[config.mk]
export PLATFORM = sky130hd
export DESIGN_NAME = rtp_header_parser_flat
export DESIGN_NICKNAME = d
export VERILOG_FILES = /design/src/rtp_hp_pkg.sv /design/src/rtp_hp_if.sv /design/src/rtp_hp_parse.sv /design/src/rtp_hp_outq.sv /design/src/rtp_header_parser.sv /design/src/flat_wrapper.sv
export SDC_FILE = /design/constraint.sdc
export NUM_CORES = 1
export LEC_CHECK = 0
export BUFFER_PORTS_ARGS = -buffer_cell sky130_fd_sc_hd__buf_2
export CORE_MARGIN = 2
export CORE_UTILIZATION = 45
export DETAILED_ROUTE_END_ITERATION = 6
export HOLD_SLACK_MARGIN = 0.1
export PLACE_DENSITY = 0.69
export SLEW_MARGIN = 20
export SYNTH_ARGS = -nofsm -noshare
export SYNTH_HDL_FRONTEND = slang
export SYNTH_SLANG_ARGS = --single-unit
[constraint.sdc]
create_clock -name clk -period 9.24 [get_ports clk]
set_clock_uncertainty 0.15 [all_clocks]
set_input_delay 1.386 -clock clk [delete_from_list [all_inputs] [get_ports clk]]
set_output_delay 1.386 -clock clk [all_outputs]
set_load 0.03 [all_outputs]
[src/rtp_hp_pkg.sv]
// ============================================================================
// RTP header parser - shared package
// Phase, record and status codes, the result record and queue constants.
// ============================================================================
package rtp_hp_pkg;

    localparam int unsigned MAX_PACKET_BYTES = 65535;
    localparam int unsigned HEADER_BYTES     = 12;
    localparam int unsigned EXT_PREFIX_BYTES = 4;
    localparam int unsigned RTP_VERSION      = 2;
    localparam int unsigned QUEUE_DEPTH      = 4;
    localparam int unsigned QUEUE_PTR_W      = $clog2(QUEUE_DEPTH);
    localparam int unsigned QUEUE_CNT_W      = $clog2(QUEUE_DEPTH + 1);

    typedef enum logic [2:0] {
        PH_FIXED   = 3'd0,
        PH_CSRC    = 3'd1,
        PH_EXTPRE  = 3'd2,
        PH_EXTBODY = 3'd3,
        PH_PAYLOAD = 3'd4,
        PH_DROP    = 3'd5
    } phase_t;

    typedef enum logic [2:0] {
        KIND_HEADER    = 3'd0,
        KIND_CSRC      = 3'd1,
        KIND_EXTENSION = 3'd2,
        KIND_PAYLOAD   = 3'd3,
        KIND_SUMMARY   = 3'd4
    } kind_t;

    typedef enum logic [2:0] {
        ST_OK          = 3'd0,
        ST_SHORT       = 3'd1,
        ST_CSRC_TRUNC  = 3'd2,
        ST_EXT_TRUNC   = 3'd3,
        ST_PAD_LARGE   = 3'd4,
        ST_TOO_LONG    = 3'd5,
        ST_BAD_VERSION = 3'd6
    } status_t;

    typedef struct packed {
        kind_t        record_kind;
        logic [1:0]   version_field;
        logic         marker_flag;
        logic [6:0]   payload_kind;
        logic [15:0]  sequence_number;
        logic [31:0]  time_stamp;
        logic [31:0]  sync_source;
        logic [31:0]  data_word;
        logic [7:0]   padding_count;
        logic [15:0]  payload_length;
        status_t      status_code;
        logic         step_last;
    } rec_t;

    typedef struct packed {
        logic [1:0] count;
        rec_t       rec0;
        rec_t       rec1;
    } push_t;

endpackage

[src/rtp_hp_if.sv]
// ============================================================================
// RTP header parser - channel interfaces
// Valid/ready channels for packet bytes in and parsed records out.
// ============================================================================
interface rtp_hp_byte_if;
    logic       valid;
    logic       ready;
    logic [7:0] data_byte;
    logic       end_of_packet;

    modport source (output valid, data_byte, end_of_packet, input ready);
    modport sink   (input valid, data_byte, end_of_packet, output ready);
endinterface

interface rtp_hp_rec_if;
    logic        valid;
    logic        ready;
    logic [2:0]  record_kind;
    logic [1:0]  version_field;
    logic        marker_flag;
    logic [6:0]  payload_kind;
    logic [15:0] sequence_number;
    logic [31:0] time_stamp;
    logic [31:0] sync_source;
    logic [31:0] data_word;
    logic [7:0]  padding_count;
    logic [15:0] payload_length;
    logic [2:0]  status_code;
    logic        step_last;

    modport source (output valid, record_kind, version_field, marker_flag, payload_kind,
                    sequence_number, time_stamp, sync_source, data_word, padding_count,
                    payload_length, status_code, step_last, input ready);
    modport sink   (input valid, record_kind, version_field, marker_flag, payload_kind,
                    sequence_number, time_stamp, sync_source, data_word, padding_count,
                    payload_length, status_code, step_last, output ready);
endinterface

[src/rtp_hp_parse.sv]
// ============================================================================
// RTP header parser - parse engine
// Holds the per-packet parse state and turns one byte into up to two records.
// ============================================================================
module rtp_hp_parse
(
    input  logic              clk,
    input  logic              rst_n,
    input  logic              step,
    input  logic [7:0]        data_byte,
    input  logic              end_of_packet,
    output rtp_hp_pkg::push_t push
);

    localparam logic [15:0] MaxBytes  = 16'(rtp_hp_pkg::MAX_PACKET_BYTES);
    localparam logic [15:0] HdrBytes  = 16'(rtp_hp_pkg::HEADER_BYTES);
    localparam logic [15:0] HdrLast   = 16'(rtp_hp_pkg::HEADER_BYTES - 1);
    localparam logic [17:0] ExtPrefix = 18'(rtp_hp_pkg::EXT_PREFIX_BYTES);
    localparam logic [1:0]  Version   = 2'(rtp_hp_pkg::RTP_VERSION);

    logic [15:0]         pos_reg,    pos_next;
    logic [7:0]          fhb_reg,    fhb_next;
    logic [7:0]          shb_reg,    shb_next;
    logic [15:0]         seq_reg,    seq_next;
    logic [31:0]         ts_reg,     ts_next;
    logic [31:0]         ssrc_reg,   ssrc_next;
    logic [31:0]         wa_reg,     wa_next;
    logic [3:0]          csrc_reg,   csrc_next;
    logic [17:0]         extrem_reg, extrem_next;
    logic [15:0]         poff_reg,   poff_next;
    rtp_hp_pkg::phase_t  phase_reg,  phase_next;

    logic        too_long;
    logic [15:0] pos_inc;
    logic [15:0] ext_words;
    logic        data_valid;
    logic [15:0] avail;
    logic [7:0]  pad;
    rtp_hp_pkg::rec_t data_rec;
    rtp_hp_pkg::rec_t summ_rec;

    assign too_long  = (pos_reg >= MaxBytes);
    assign pos_inc   = pos_reg + 16'd1;
    assign ext_words = {wa_reg[7:0], data_byte};

    // next state: update for one byte
    always_comb
    begin
        pos_next    = pos_reg;
        fhb_next    = fhb_reg;
        shb_next    = shb_reg;
        seq_next    = seq_reg;
        ts_next     = ts_reg;
        ssrc_next   = ssrc_reg;
        wa_next     = wa_reg;
        csrc_next   = csrc_reg;
        extrem_next = extrem_reg;
        poff_next   = poff_reg;
        phase_next  = phase_reg;
        if (too_long)
        begin
            phase_next = rtp_hp_pkg::PH_DROP;
        end
        else
        begin
            pos_next = pos_inc;
            case (phase_reg)
                rtp_hp_pkg::PH_FIXED:
                begin
                    if (pos_reg == 16'd0)
                        fhb_next = data_byte;
                    else if (pos_reg == 16'd1)
                        shb_next = data_byte;
                    else if (pos_reg < 16'd4)
                        seq_next = {seq_reg[7:0], data_byte};
                    else if (pos_reg < 16'd8)
                        ts_next = {ts_reg[23:0], data_byte};
                    else
                        ssrc_next = {ssrc_reg[23:0], data_byte};
                    if (pos_reg == HdrLast)
                    begin
                        csrc_next = fhb_reg[3:0];
                        wa_next   = '0;
                        if (fhb_reg[3:0] != 4'd0)
                        begin
                            phase_next = rtp_hp_pkg::PH_CSRC;
                        end
                        else if (fhb_reg[4])
                        begin
                            phase_next  = rtp_hp_pkg::PH_EXTPRE;
                            extrem_next = ExtPrefix;
                        end
                        else
                        begin
                            phase_next = rtp_hp_pkg::PH_PAYLOAD;
                            poff_next  = pos_inc;
                        end
                    end
                end
                rtp_hp_pkg::PH_CSRC:
                begin
                    wa_next = {wa_reg[23:0], data_byte};
                    if (pos_reg[1:0] == 2'd3)
                    begin
                        wa_next   = '0;
                        csrc_next = csrc_reg - 4'd1;
                        if (csrc_reg == 4'd1)
                        begin
                            if (fhb_reg[4])
                            begin
                                phase_next  = rtp_hp_pkg::PH_EXTPRE;
                                extrem_next = ExtPrefix;
                            end
                            else
                            begin
                                phase_next = rtp_hp_pkg::PH_PAYLOAD;
                                poff_next  = pos_inc;
                            end
                        end
                    end
                end
                rtp_hp_pkg::PH_EXTPRE:
                begin
                    wa_next     = {wa_reg[23:0], data_byte};
                    extrem_next = extrem_reg - 18'd1;
                    if (extrem_reg == 18'd1)
                    begin
                        extrem_next = {ext_words, 2'b00};
                        wa_next     = '0;
                        if (ext_words == 16'd0)
                        begin
                            phase_next = rtp_hp_pkg::PH_PAYLOAD;
                            poff_next  = pos_inc;
                        end
                        else
                        begin
                            phase_next = rtp_hp_pkg::PH_EXTBODY;
                        end
                    end
                end
                rtp_hp_pkg::PH_EXTBODY:
                begin
                    extrem_next = extrem_reg - 18'd1;
                    if (extrem_reg == 18'd1)
                    begin
                        phase_next = rtp_hp_pkg::PH_PAYLOAD;
                        poff_next  = pos_inc;
                    end
                end
                default:
                begin
                end
            endcase
        end
    end

    // outputs: data record and end summary
    always_comb
    begin
        data_rec   = '0;
        data_valid = 1'b0;
        if (!too_long)
        begin
            case (phase_reg)
                rtp_hp_pkg::PH_FIXED:
                begin
                    data_valid                = (pos_reg == HdrLast);
                    data_rec.record_kind      = rtp_hp_pkg::KIND_HEADER;
                    data_rec.version_field    = fhb_next[7:6];
                    data_rec.marker_flag      = shb_next[7];
                    data_rec.payload_kind     = shb_next[6:0];
                    data_rec.sequence_number  = seq_next;
                    data_rec.time_stamp       = ts_next;
                    data_rec.sync_source      = ssrc_next;
                end
                rtp_hp_pkg::PH_CSRC:
                begin
                    data_valid           = (pos_reg[1:0] == 2'd3);
                    data_rec.record_kind = rtp_hp_pkg::KIND_CSRC;
                    data_rec.data_word   = {wa_reg[23:0], data_byte};
                end
                rtp_hp_pkg::PH_EXTPRE, rtp_hp_pkg::PH_EXTBODY:
                begin
                    data_valid           = 1'b1;
                    data_rec.record_kind = rtp_hp_pkg::KIND_EXTENSION;
                    data_rec.data_word   = {24'd0, data_byte};
                end
                rtp_hp_pkg::PH_PAYLOAD:
                begin
                    data_valid           = 1'b1;
                    data_rec.record_kind = rtp_hp_pkg::KIND_PAYLOAD;
                    data_rec.data_word   = {24'd0, data_byte};
                end
                default:
                begin
                end
            endcase
        end
        data_rec.step_last = !end_of_packet;

        avail = (pos_next >= poff_next) ? (pos_next - poff_next) : 16'd0;
        pad   = fhb_next[5] ? data_byte : 8'd0;

        summ_rec                  = '0;
        summ_rec.record_kind      = rtp_hp_pkg::KIND_SUMMARY;
        summ_rec.version_field    = fhb_next[7:6];
        summ_rec.marker_flag      = shb_next[7];
        summ_rec.payload_kind     = shb_next[6:0];
        summ_rec.sequence_number  = seq_next;
        summ_rec.time_stamp       = ts_next;
        summ_rec.sync_source      = ssrc_next;
        summ_rec.padding_count    = pad;
        summ_rec.step_last        = 1'b1;
        case (phase_next)
            rtp_hp_pkg::PH_FIXED:
            begin
                summ_rec.status_code   = rtp_hp_pkg::ST_SHORT;
                summ_rec.padding_count = 8'd0;
            end
            rtp_hp_pkg::PH_CSRC:
                summ_rec.status_code = rtp_hp_pkg::ST_CSRC_TRUNC;
            rtp_hp_pkg::PH_EXTPRE, rtp_hp_pkg::PH_EXTBODY:
                summ_rec.status_code = rtp_hp_pkg::ST_EXT_TRUNC;
            rtp_hp_pkg::PH_PAYLOAD:
            begin
                if ({8'd0, pad} > avail)
                begin
                    summ_rec.status_code = rtp_hp_pkg::ST_PAD_LARGE;
                end
                else
                begin
                    summ_rec.payload_length = avail - {8'd0, pad};
                    summ_rec.status_code    = (fhb_next[7:6] == Version) ?
                                              rtp_hp_pkg::ST_OK : rtp_hp_pkg::ST_BAD_VERSION;
                end
            end
            default:
                summ_rec.status_code = rtp_hp_pkg::ST_TOO_LONG;
        endcase

        push = '0;
        if (step)
        begin
            push.count = {1'b0, data_valid} + {1'b0, end_of_packet};
            push.rec0  = data_valid ? data_rec : summ_rec;
            push.rec1  = summ_rec;
        end
    end

    // commit byte; return to reset values after the last byte of a packet
    always_ff @(posedge clk or negedge rst_n)
    begin
        if (!rst_n)
        begin
            pos_reg    <= '0;
            fhb_reg    <= '0;
            shb_reg    <= '0;
            seq_reg    <= '0;
            ts_reg     <= '0;
            ssrc_reg   <= '0;
            wa_reg     <= '0;
            csrc_reg   <= '0;
            extrem_reg <= '0;
            poff_reg   <= HdrBytes;
            phase_reg  <= rtp_hp_pkg::PH_FIXED;
        end
        else if (step)
        begin
            if (end_of_packet)
            begin
                pos_reg    <= '0;
                fhb_reg    <= '0;
                shb_reg    <= '0;
                seq_reg    <= '0;
                ts_reg     <= '0;
                ssrc_reg   <= '0;
                wa_reg     <= '0;
                csrc_reg   <= '0;
                extrem_reg <= '0;
                poff_reg   <= HdrBytes;
                phase_reg  <= rtp_hp_pkg::PH_FIXED;
            end
            else
            begin
                pos_reg    <= pos_next;
                fhb_reg    <= fhb_next;
                shb_reg    <= shb_next;
                seq_reg    <= seq_next;
                ts_reg     <= ts_next;
                ssrc_reg   <= ssrc_next;
                wa_reg     <= wa_next;
                csrc_reg   <= csrc_next;
                extrem_reg <= extrem_next;
                poff_reg   <= poff_next;
                phase_reg  <= phase_next;
            end
        end
    end

endmodule

[src/rtp_hp_outq.sv]
// ============================================================================
// RTP header parser - result queue
// Small record queue: takes up to two records a cycle, gives one a beat.
// ============================================================================
module rtp_hp_outq
(
    input  logic              clk,
    input  logic              rst_n,
    input  rtp_hp_pkg::push_t push,
    input  logic              pop,
    output rtp_hp_pkg::rec_t  head,
    output logic              head_valid,
    output logic              space
);

    localparam int unsigned PW = rtp_hp_pkg::QUEUE_PTR_W;
    localparam int unsigned CW = rtp_hp_pkg::QUEUE_CNT_W;
    localparam logic [CW-1:0] RoomLimit = CW'(rtp_hp_pkg::QUEUE_DEPTH - 2);

    rtp_hp_pkg::rec_t bank_reg [rtp_hp_pkg::QUEUE_DEPTH];
    logic [PW-1:0] wr_reg, wr_next;
    logic [PW-1:0] rd_reg, rd_next;
    logic [CW-1:0] cnt_reg, cnt_next;
    logic [PW-1:0] wr_second;

    assign head       = bank_reg[rd_reg];
    assign head_valid = (cnt_reg != '0);
    assign space      = (cnt_reg <= RoomLimit);
    assign wr_second  = wr_reg + PW'(1);

    always_comb
    begin
        wr_next  = wr_reg + PW'(push.count);
        rd_next  = rd_reg + PW'(pop);
        cnt_next = cnt_reg + CW'(push.count) - CW'(pop);
    end

    always_ff @(posedge clk)
    begin
        if (push.count != 2'd0)
            bank_reg[wr_reg] <= push.rec0;
        if (push.count == 2'd2)
            bank_reg[wr_second] <= push.rec1;
    end

    always_ff @(posedge clk or negedge rst_n)
    begin
        if (!rst_n)
        begin
            wr_reg  <= '0;
            rd_reg  <= '0;
            cnt_reg <= '0;
        end
        else
        begin
            wr_reg  <= wr_next;
            rd_reg  <= rd_next;
            cnt_reg <= cnt_next;
        end
    end

endmodule

[src/rtp_header_parser.sv]
// ============================================================================
// RTP header parser - top level
// Parses an RTP byte stream into header, CSRC, extension, payload and
// end-of-packet summary records.
// ============================================================================
// Usage:
//   pkt_in  carries one packet byte a beat, end_of_packet set on the last one.
//   rec_out carries one record a beat: the fixed header after byte twelve,
//   each CSRC word, each extension byte, each payload byte (padding
//   included), and a summary after the last byte; step_last marks the last
//   record a byte causes.
//   Each byte is registered in the byte register, and its records in the queue.
//   Throughput: one byte a cycle; the byte register feeds the parse engine
//   every cycle while the four-entry record queue has room for two records.
//   The last byte of a packet can yield two records, so the output side sets
//   the sustained rate when packets are very short.
//   Reset clears the parse state and empties the byte register and the
//   queue; the first byte may be offered in the first cycle after reset.
//   A stalled receiver fills the queue; pkt_in.ready drops once it cannot
//   take two more records, and no record is lost.
// ============================================================================
module rtp_header_parser
(
    input  logic         clk,
    input  logic         rst_n,
    rtp_hp_byte_if.sink  pkt_in,
    rtp_hp_rec_if.source rec_out
);

    logic       full_reg;
    logic [7:0] byte_reg;
    logic       eop_reg;
    logic       step;
    logic       space;
    logic       pop;
    logic       head_valid;
    rtp_hp_pkg::push_t push;
    rtp_hp_pkg::rec_t  head;

    assign step         = full_reg && space;
    assign pkt_in.ready = !full_reg || space;
    assign pop          = head_valid && rec_out.ready;

    always_ff @(posedge clk or negedge rst_n)
    begin
        if (!rst_n)
            full_reg <= 1'b0;
        else if (pkt_in.ready)
            full_reg <= pkt_in.valid;
    end

    always_ff @(posedge clk)
    begin
        if (pkt_in.ready && pkt_in.valid)
        begin
            byte_reg <= pkt_in.data_byte;
            eop_reg  <= pkt_in.end_of_packet;
        end
    end

    rtp_hp_parse u_parse
    (
        .clk           (clk),
        .rst_n         (rst_n),
        .step          (step),
        .data_byte     (byte_reg),
        .end_of_packet (eop_reg),
        .push          (push)
    );

    rtp_hp_outq u_outq
    (
        .clk        (clk),
        .rst_n      (rst_n),
        .push       (push),
        .pop        (pop),
        .head       (head),
        .head_valid (head_valid),
        .space      (space)
    );

    assign rec_out.valid           = head_valid;
    assign rec_out.record_kind     = head.record_kind;
    assign rec_out.version_field   = head.version_field;
    assign rec_out.marker_flag     = head.marker_flag;
    assign rec_out.payload_kind    = head.payload_kind;
    assign rec_out.sequence_number = head.sequence_number;
    assign rec_out.time_stamp      = head.time_stamp;
    assign rec_out.sync_source     = head.sync_source;
    assign rec_out.data_word       = head.data_word;
    assign rec_out.padding_count   = head.padding_count;
    assign rec_out.payload_length  = head.payload_length;
    assign rec_out.status_code     = head.status_code;
    assign rec_out.step_last       = head.step_last;

endmodule

[src/flat_wrapper.sv]
// flat-port wrapper written by rule: the top's interface ports become plain ports
module rtp_header_parser_flat 
  (clk, rst_n, pkt_in_valid, pkt_in_data_byte, pkt_in_end_of_packet, pkt_in_ready, rec_out_valid, rec_out_record_kind, rec_out_version_field, rec_out_marker_flag, rec_out_payload_kind, rec_out_sequence_number, rec_out_time_stamp, rec_out_sync_source, rec_out_data_word, rec_out_padding_count, rec_out_payload_length, rec_out_status_code, rec_out_step_last, rec_out_ready);
  rtp_hp_byte_if pkt_in_i ();
  rtp_hp_rec_if rec_out_i ();
  input  logic clk;
  input  logic rst_n;
  input wire logic [$bits(pkt_in_i.valid)-1:0] pkt_in_valid;
  input wire logic [$bits(pkt_in_i.data_byte)-1:0] pkt_in_data_byte;
  input wire logic [$bits(pkt_in_i.end_of_packet)-1:0] pkt_in_end_of_packet;
  output wire logic [$bits(pkt_in_i.ready)-1:0] pkt_in_ready;
  output wire logic [$bits(rec_out_i.valid)-1:0] rec_out_valid;
  output wire logic [$bits(rec_out_i.record_kind)-1:0] rec_out_record_kind;
  output wire logic [$bits(rec_out_i.version_field)-1:0] rec_out_version_field;
  output wire logic [$bits(rec_out_i.marker_flag)-1:0] rec_out_marker_flag;
  output wire logic [$bits(rec_out_i.payload_kind)-1:0] rec_out_payload_kind;
  output wire logic [$bits(rec_out_i.sequence_number)-1:0] rec_out_sequence_number;
  output wire logic [$bits(rec_out_i.time_stamp)-1:0] rec_out_time_stamp;
  output wire logic [$bits(rec_out_i.sync_source)-1:0] rec_out_sync_source;
  output wire logic [$bits(rec_out_i.data_word)-1:0] rec_out_data_word;
  output wire logic [$bits(rec_out_i.padding_count)-1:0] rec_out_padding_count;
  output wire logic [$bits(rec_out_i.payload_length)-1:0] rec_out_payload_length;
  output wire logic [$bits(rec_out_i.status_code)-1:0] rec_out_status_code;
  output wire logic [$bits(rec_out_i.step_last)-1:0] rec_out_step_last;
  input wire logic [$bits(rec_out_i.ready)-1:0] rec_out_ready;
  assign pkt_in_i.valid = pkt_in_valid;
  assign pkt_in_i.data_byte = pkt_in_data_byte;
  assign pkt_in_i.end_of_packet = pkt_in_end_of_packet;
  assign pkt_in_ready = pkt_in_i.ready;
  assign rec_out_valid = rec_out_i.valid;
  assign rec_out_record_kind = rec_out_i.record_kind;
  assign rec_out_version_field = rec_out_i.version_field;
  assign rec_out_marker_flag = rec_out_i.marker_flag;
  assign rec_out_payload_kind = rec_out_i.payload_kind;
  assign rec_out_sequence_number = rec_out_i.sequence_number;
  assign rec_out_time_stamp = rec_out_i.time_stamp;
  assign rec_out_sync_source = rec_out_i.sync_source;
  assign rec_out_data_word = rec_out_i.data_word;
  assign rec_out_padding_count = rec_out_i.padding_count;
  assign rec_out_payload_length = rec_out_i.payload_length;
  assign rec_out_status_code = rec_out_i.status_code;
  assign rec_out_step_last = rec_out_i.step_last;
  assign rec_out_i.ready = rec_out_ready;
  rtp_header_parser u_core (.clk(clk), .rst_n(rst_n), .pkt_in(pkt_in_i), .rec_out(rec_out_i));
endmodule
==> results by group <==
Outcome
  • Status: finished clean

Worst setup path
  • Critical path launch point type: flop
  • Kind of critical path: reg2reg
  • Max FO, Critical Path: 17
  • CP max stage delay: 0.73 ns
  • Reg2reg end: u_core.u_outq.bank_reg[3][6]$_DFFE_PP_
  • R2R Path Start: u_core.u_parse.pos_reg[0]$_DFFE_PN0P_
  • CP endpoint kind: flop
  • Worst path required time: 9.45 ns
  • R2R depth: 28
  • Crit path DAT: 8.06 ns
  • Slowest cell on crit path: o41ai_1
  • Worst R2R Setup Slack: 1.38 ns

STA
  • FMAX: 0.127 GHz
  • Final setup fails: 0
  • RSZ-0062 raised after global routing: no
  • Worst Tran Pin Value: 0.981 ns
  • Final hold slack: 0.313 ns
  • Endpoints failing hold: 0
  • Max_slew headroom: 34.6%
  • Crit share post-route: 85.1%
  • Final max-slew violation count: 0
  • Minimum clock period: 7.86 ns
  • Fin Setup TNS: 0 ns

CTS
  • CTS tree: yes
  • Cts repair resizes: 0
  • Root Buffer: clkbuf_16
  • Total CTS buffers: 86
  • Clock Path Buffers: 3
  • CTS sink cnt: 806
  • Clock H-tree levels: 3
  • Setup Fix Bufs, Post-CTS: 0
  • Worst-path clk slew: 0.06 ns
  • Clock latency on the worst-skew pair: 0.64 ns
  • Hold-fix buffer count after cts: 0

Floorplan
  • Die X: 290 um
  • Starting Density: 45.5%
  • Die area: 84000 um2
  • Row count: 104
  • Die Height: 290 um
  • IO Pins: 168
  • Core area: 80700 um2

Power and ir drop
  • Worst vdd ir: 308 uV
  • LEAKAGE: 15.3 nW
  • Pwr dens: 289 nW/um2
  • Tot Pwr: 0.0120 W

Synthesis
  • Mean Syn Cell Area: 12.5 um2
  • Synth Area in Compound Gates: 9.71%
  • Mux share of post-synthesis cell area: 12.6%
  • Post-synthesis cell area: 36700 um2
  • Synth cell types: 97
  • Top FF cell, synth: edfxtp_1
  • Ranking of synthesized cells by area: edfxtp_1 40%, dfrtp_1 12%, mux4_2 9.4%
  • Post-synth net total: 2997
  • Post-Synth Adder-Cell Area: 1.46%
  • Post-synth EDFFs: 485
  • Yosys top cell by area: edfxtp_1
  • Largest family of logic cells by synthesized area: simple AND/OR/NAND/NOR gates
  • Yosys reg bits: 806
  • Async S/R FF share, synth: 23.0%
  • Yosys Warn Count: 0
  • Simple-gate share of the synthesized area: 12.8%
  • Post-synth top area share: 39.6%
  • XOR/XNOR Fraction of Synth Area: 1.07%
  • Synth Instances: 2943
  • Seq/Total Area, Yosys: 59.6%

Drt
  • Post-Route WL: 92800 um
  • Detail Route Antenna Nets: 0
  • Drt wl/cell: 22.3 um
  • Via count: 24100
  • Router iterations before antenna repair: 5
  • # DRC: 0
  • Iter 0 DRT Violations: 2312
  • Vias per inst: 5.79

Final layout
  • Fill count: 6867
  • Final net count: 3089
  • Most common cell after layout, fill and taps aside: nor2_1
  • Synth-to-Final Area Change: 12.6%
  • Flip-flop count of the largest register after layout: 612
  • Seq. cell area: 21900 um2
  • Footprint of the multi-input gates: 13900 um2
  • Commonest cells after routing, fill and taps aside: 506 x nor2_1, 485 x edfxtp_1, 320 x nand2_1
  • Ratio of cells with drive above 1 in the final layout: 21.1%
  • N_diodes: 0

Placement
  • IO buf count: 167
  • Detail Placement HPWL: 54800 um
  • Gpl congestion: 0.867

Hold path
  • Hold endpoint: u_core.u_outq.bank_reg[3][151]$_SDFFE_PP0P_
  • Beginning of the worst hold path: u_core.u_outq.bank_reg[3][151]$_SDFFE_PP0P_
  • Hold depth: 2
  • Worst hold path type: reg2reg

Global routing
  • Antenna violations before repair: 2
  • Largest net degree at the start of global routing: 85
  • Vias in the first global route: 23800
  • First-pass GRT wire length: 142000 um
  • Total track usage: 21.9%
  • Residual overflow from global routing: 0

Run
  • Max Cap Viol: 0
[area by class of cell]
type,instances,area share [%]
clock buffers,129,6.16
clock inverters,30,0.889
inverters,27,0.293
multi-input cells,1901,33.5
flip-flops and latches,806,53.0
well taps,1060,3.21
repair buffers,213,2.91
[synthesized netlist by cell type, types with 4 or more instances]
cell type	number
mux2i_1	19
nor3b_1	5
nor3_1	41
buf_2	46
inv_1	26
mux2_2	87
a22o_1	149
o211ai_4	4
or4_1	5
nor2_2	7
clkbuf_1	122
ha_1	38
xor2_1	20
o21a_1	5
nor4_4	6
nor2_1	506
or2_2	4
mux4_2	153
nor2b_1	6
a22oi_1	7
nor4_1	7
o21ai_0	167
a21o_1	17
a211oi_1	9
buf_6	8
dfrtp_1	183
edfxtp_1	485
o21ai_1	10
nand4_1	13
nand2b_1	27
a21oi_1	62
xnor2_1	25
nand3_1	27
dfxtp_1	136
nand2_1	323
o31ai_1	24
and4_1	4
or3_1	5
buf_1	31
and2_1	36
[cell families after synthesis]
logic type      Yosys count
compound gates          501
mux                     260
simple gates           1054
flops                   806
xor+xnor                 45
buf+inv                 236
fa+ha+maj                41
[worst max path at each step]
stage | from | end | cells past startpoint
2_1_floorplan | u_core.u_parse.pos_reg[0]$_DFFE_PN0P_ | u_core.u_outq.bank_reg[3][13]$_DFFE_PP_ | 27
3_3_place_gp | u_core.u_parse.pos_reg[0]$_DFFE_PN0P_ | u_core.u_outq.bank_reg[3][6]$_DFFE_PP_ | 28
3_5_place_dp | u_core.u_parse.pos_reg[0]$_DFFE_PN0P_ | u_core.u_outq.bank_reg[3][6]$_DFFE_PP_ | 28
4_1_cts | u_core.u_parse.pos_reg[0]$_DFFE_PN0P_ | u_core.u_outq.bank_reg[3][6]$_DFFE_PP_ | 28
5_1_grt | u_core.u_parse.pos_reg[0]$_DFFE_PN0P_ | u_core.u_outq.bank_reg[3][5]$_DFFE_PP_ | 28
6_report | u_core.u_parse.pos_reg[0]$_DFFE_PN0P_ | u_core.u_outq.bank_reg[3][6]$_DFFE_PP_ | 28
[report_power, final]
group / switching, W / internal (W)
logic: 0.00269 / 0.00126
clock network: 0.00144 / 0.00209
registers: 0.000262 / 0.00422
total: 0.00439 / 0.00757
[metal layers]
layer  vias to the layer above  share of wire [%]  global-route usage [%]
met3                       147                6.2                    3.54
li1                      11000                  -                       -
met1                     12200                 43                    30.4
met5                         -              0.014                       0
met4                         2                3.0                    7.29
met2                       761                 48                    35.4
[metrics by stage]
stage | util [%] | worst slack [ns] | cells | instance area (um2)
floorplan | - | 2.62 | 2943 | 36700
CTS | 51.3 | 1.46 | 4166 | 41400
finish | 51.3 | 1.38 | 4166 | 41400
global placement | 47.7 | 1.71 | 4007 | 38400
detailed placement | 47.7 | 1.49 | 4007 | 38400
global route | 51.3 | 0.744 | 4166 | 41400
[worst max-delay path, delay by kind of cell (launching register included)]
family          cells  cell delay [ns]
compound gates     11             2.92
fa+ha+maj           5             1.75
buf+inv             4             0.63
flops               1             0.48
simple gates        8             1.67
Note: power is estimated with default switching activity, not from simulation.
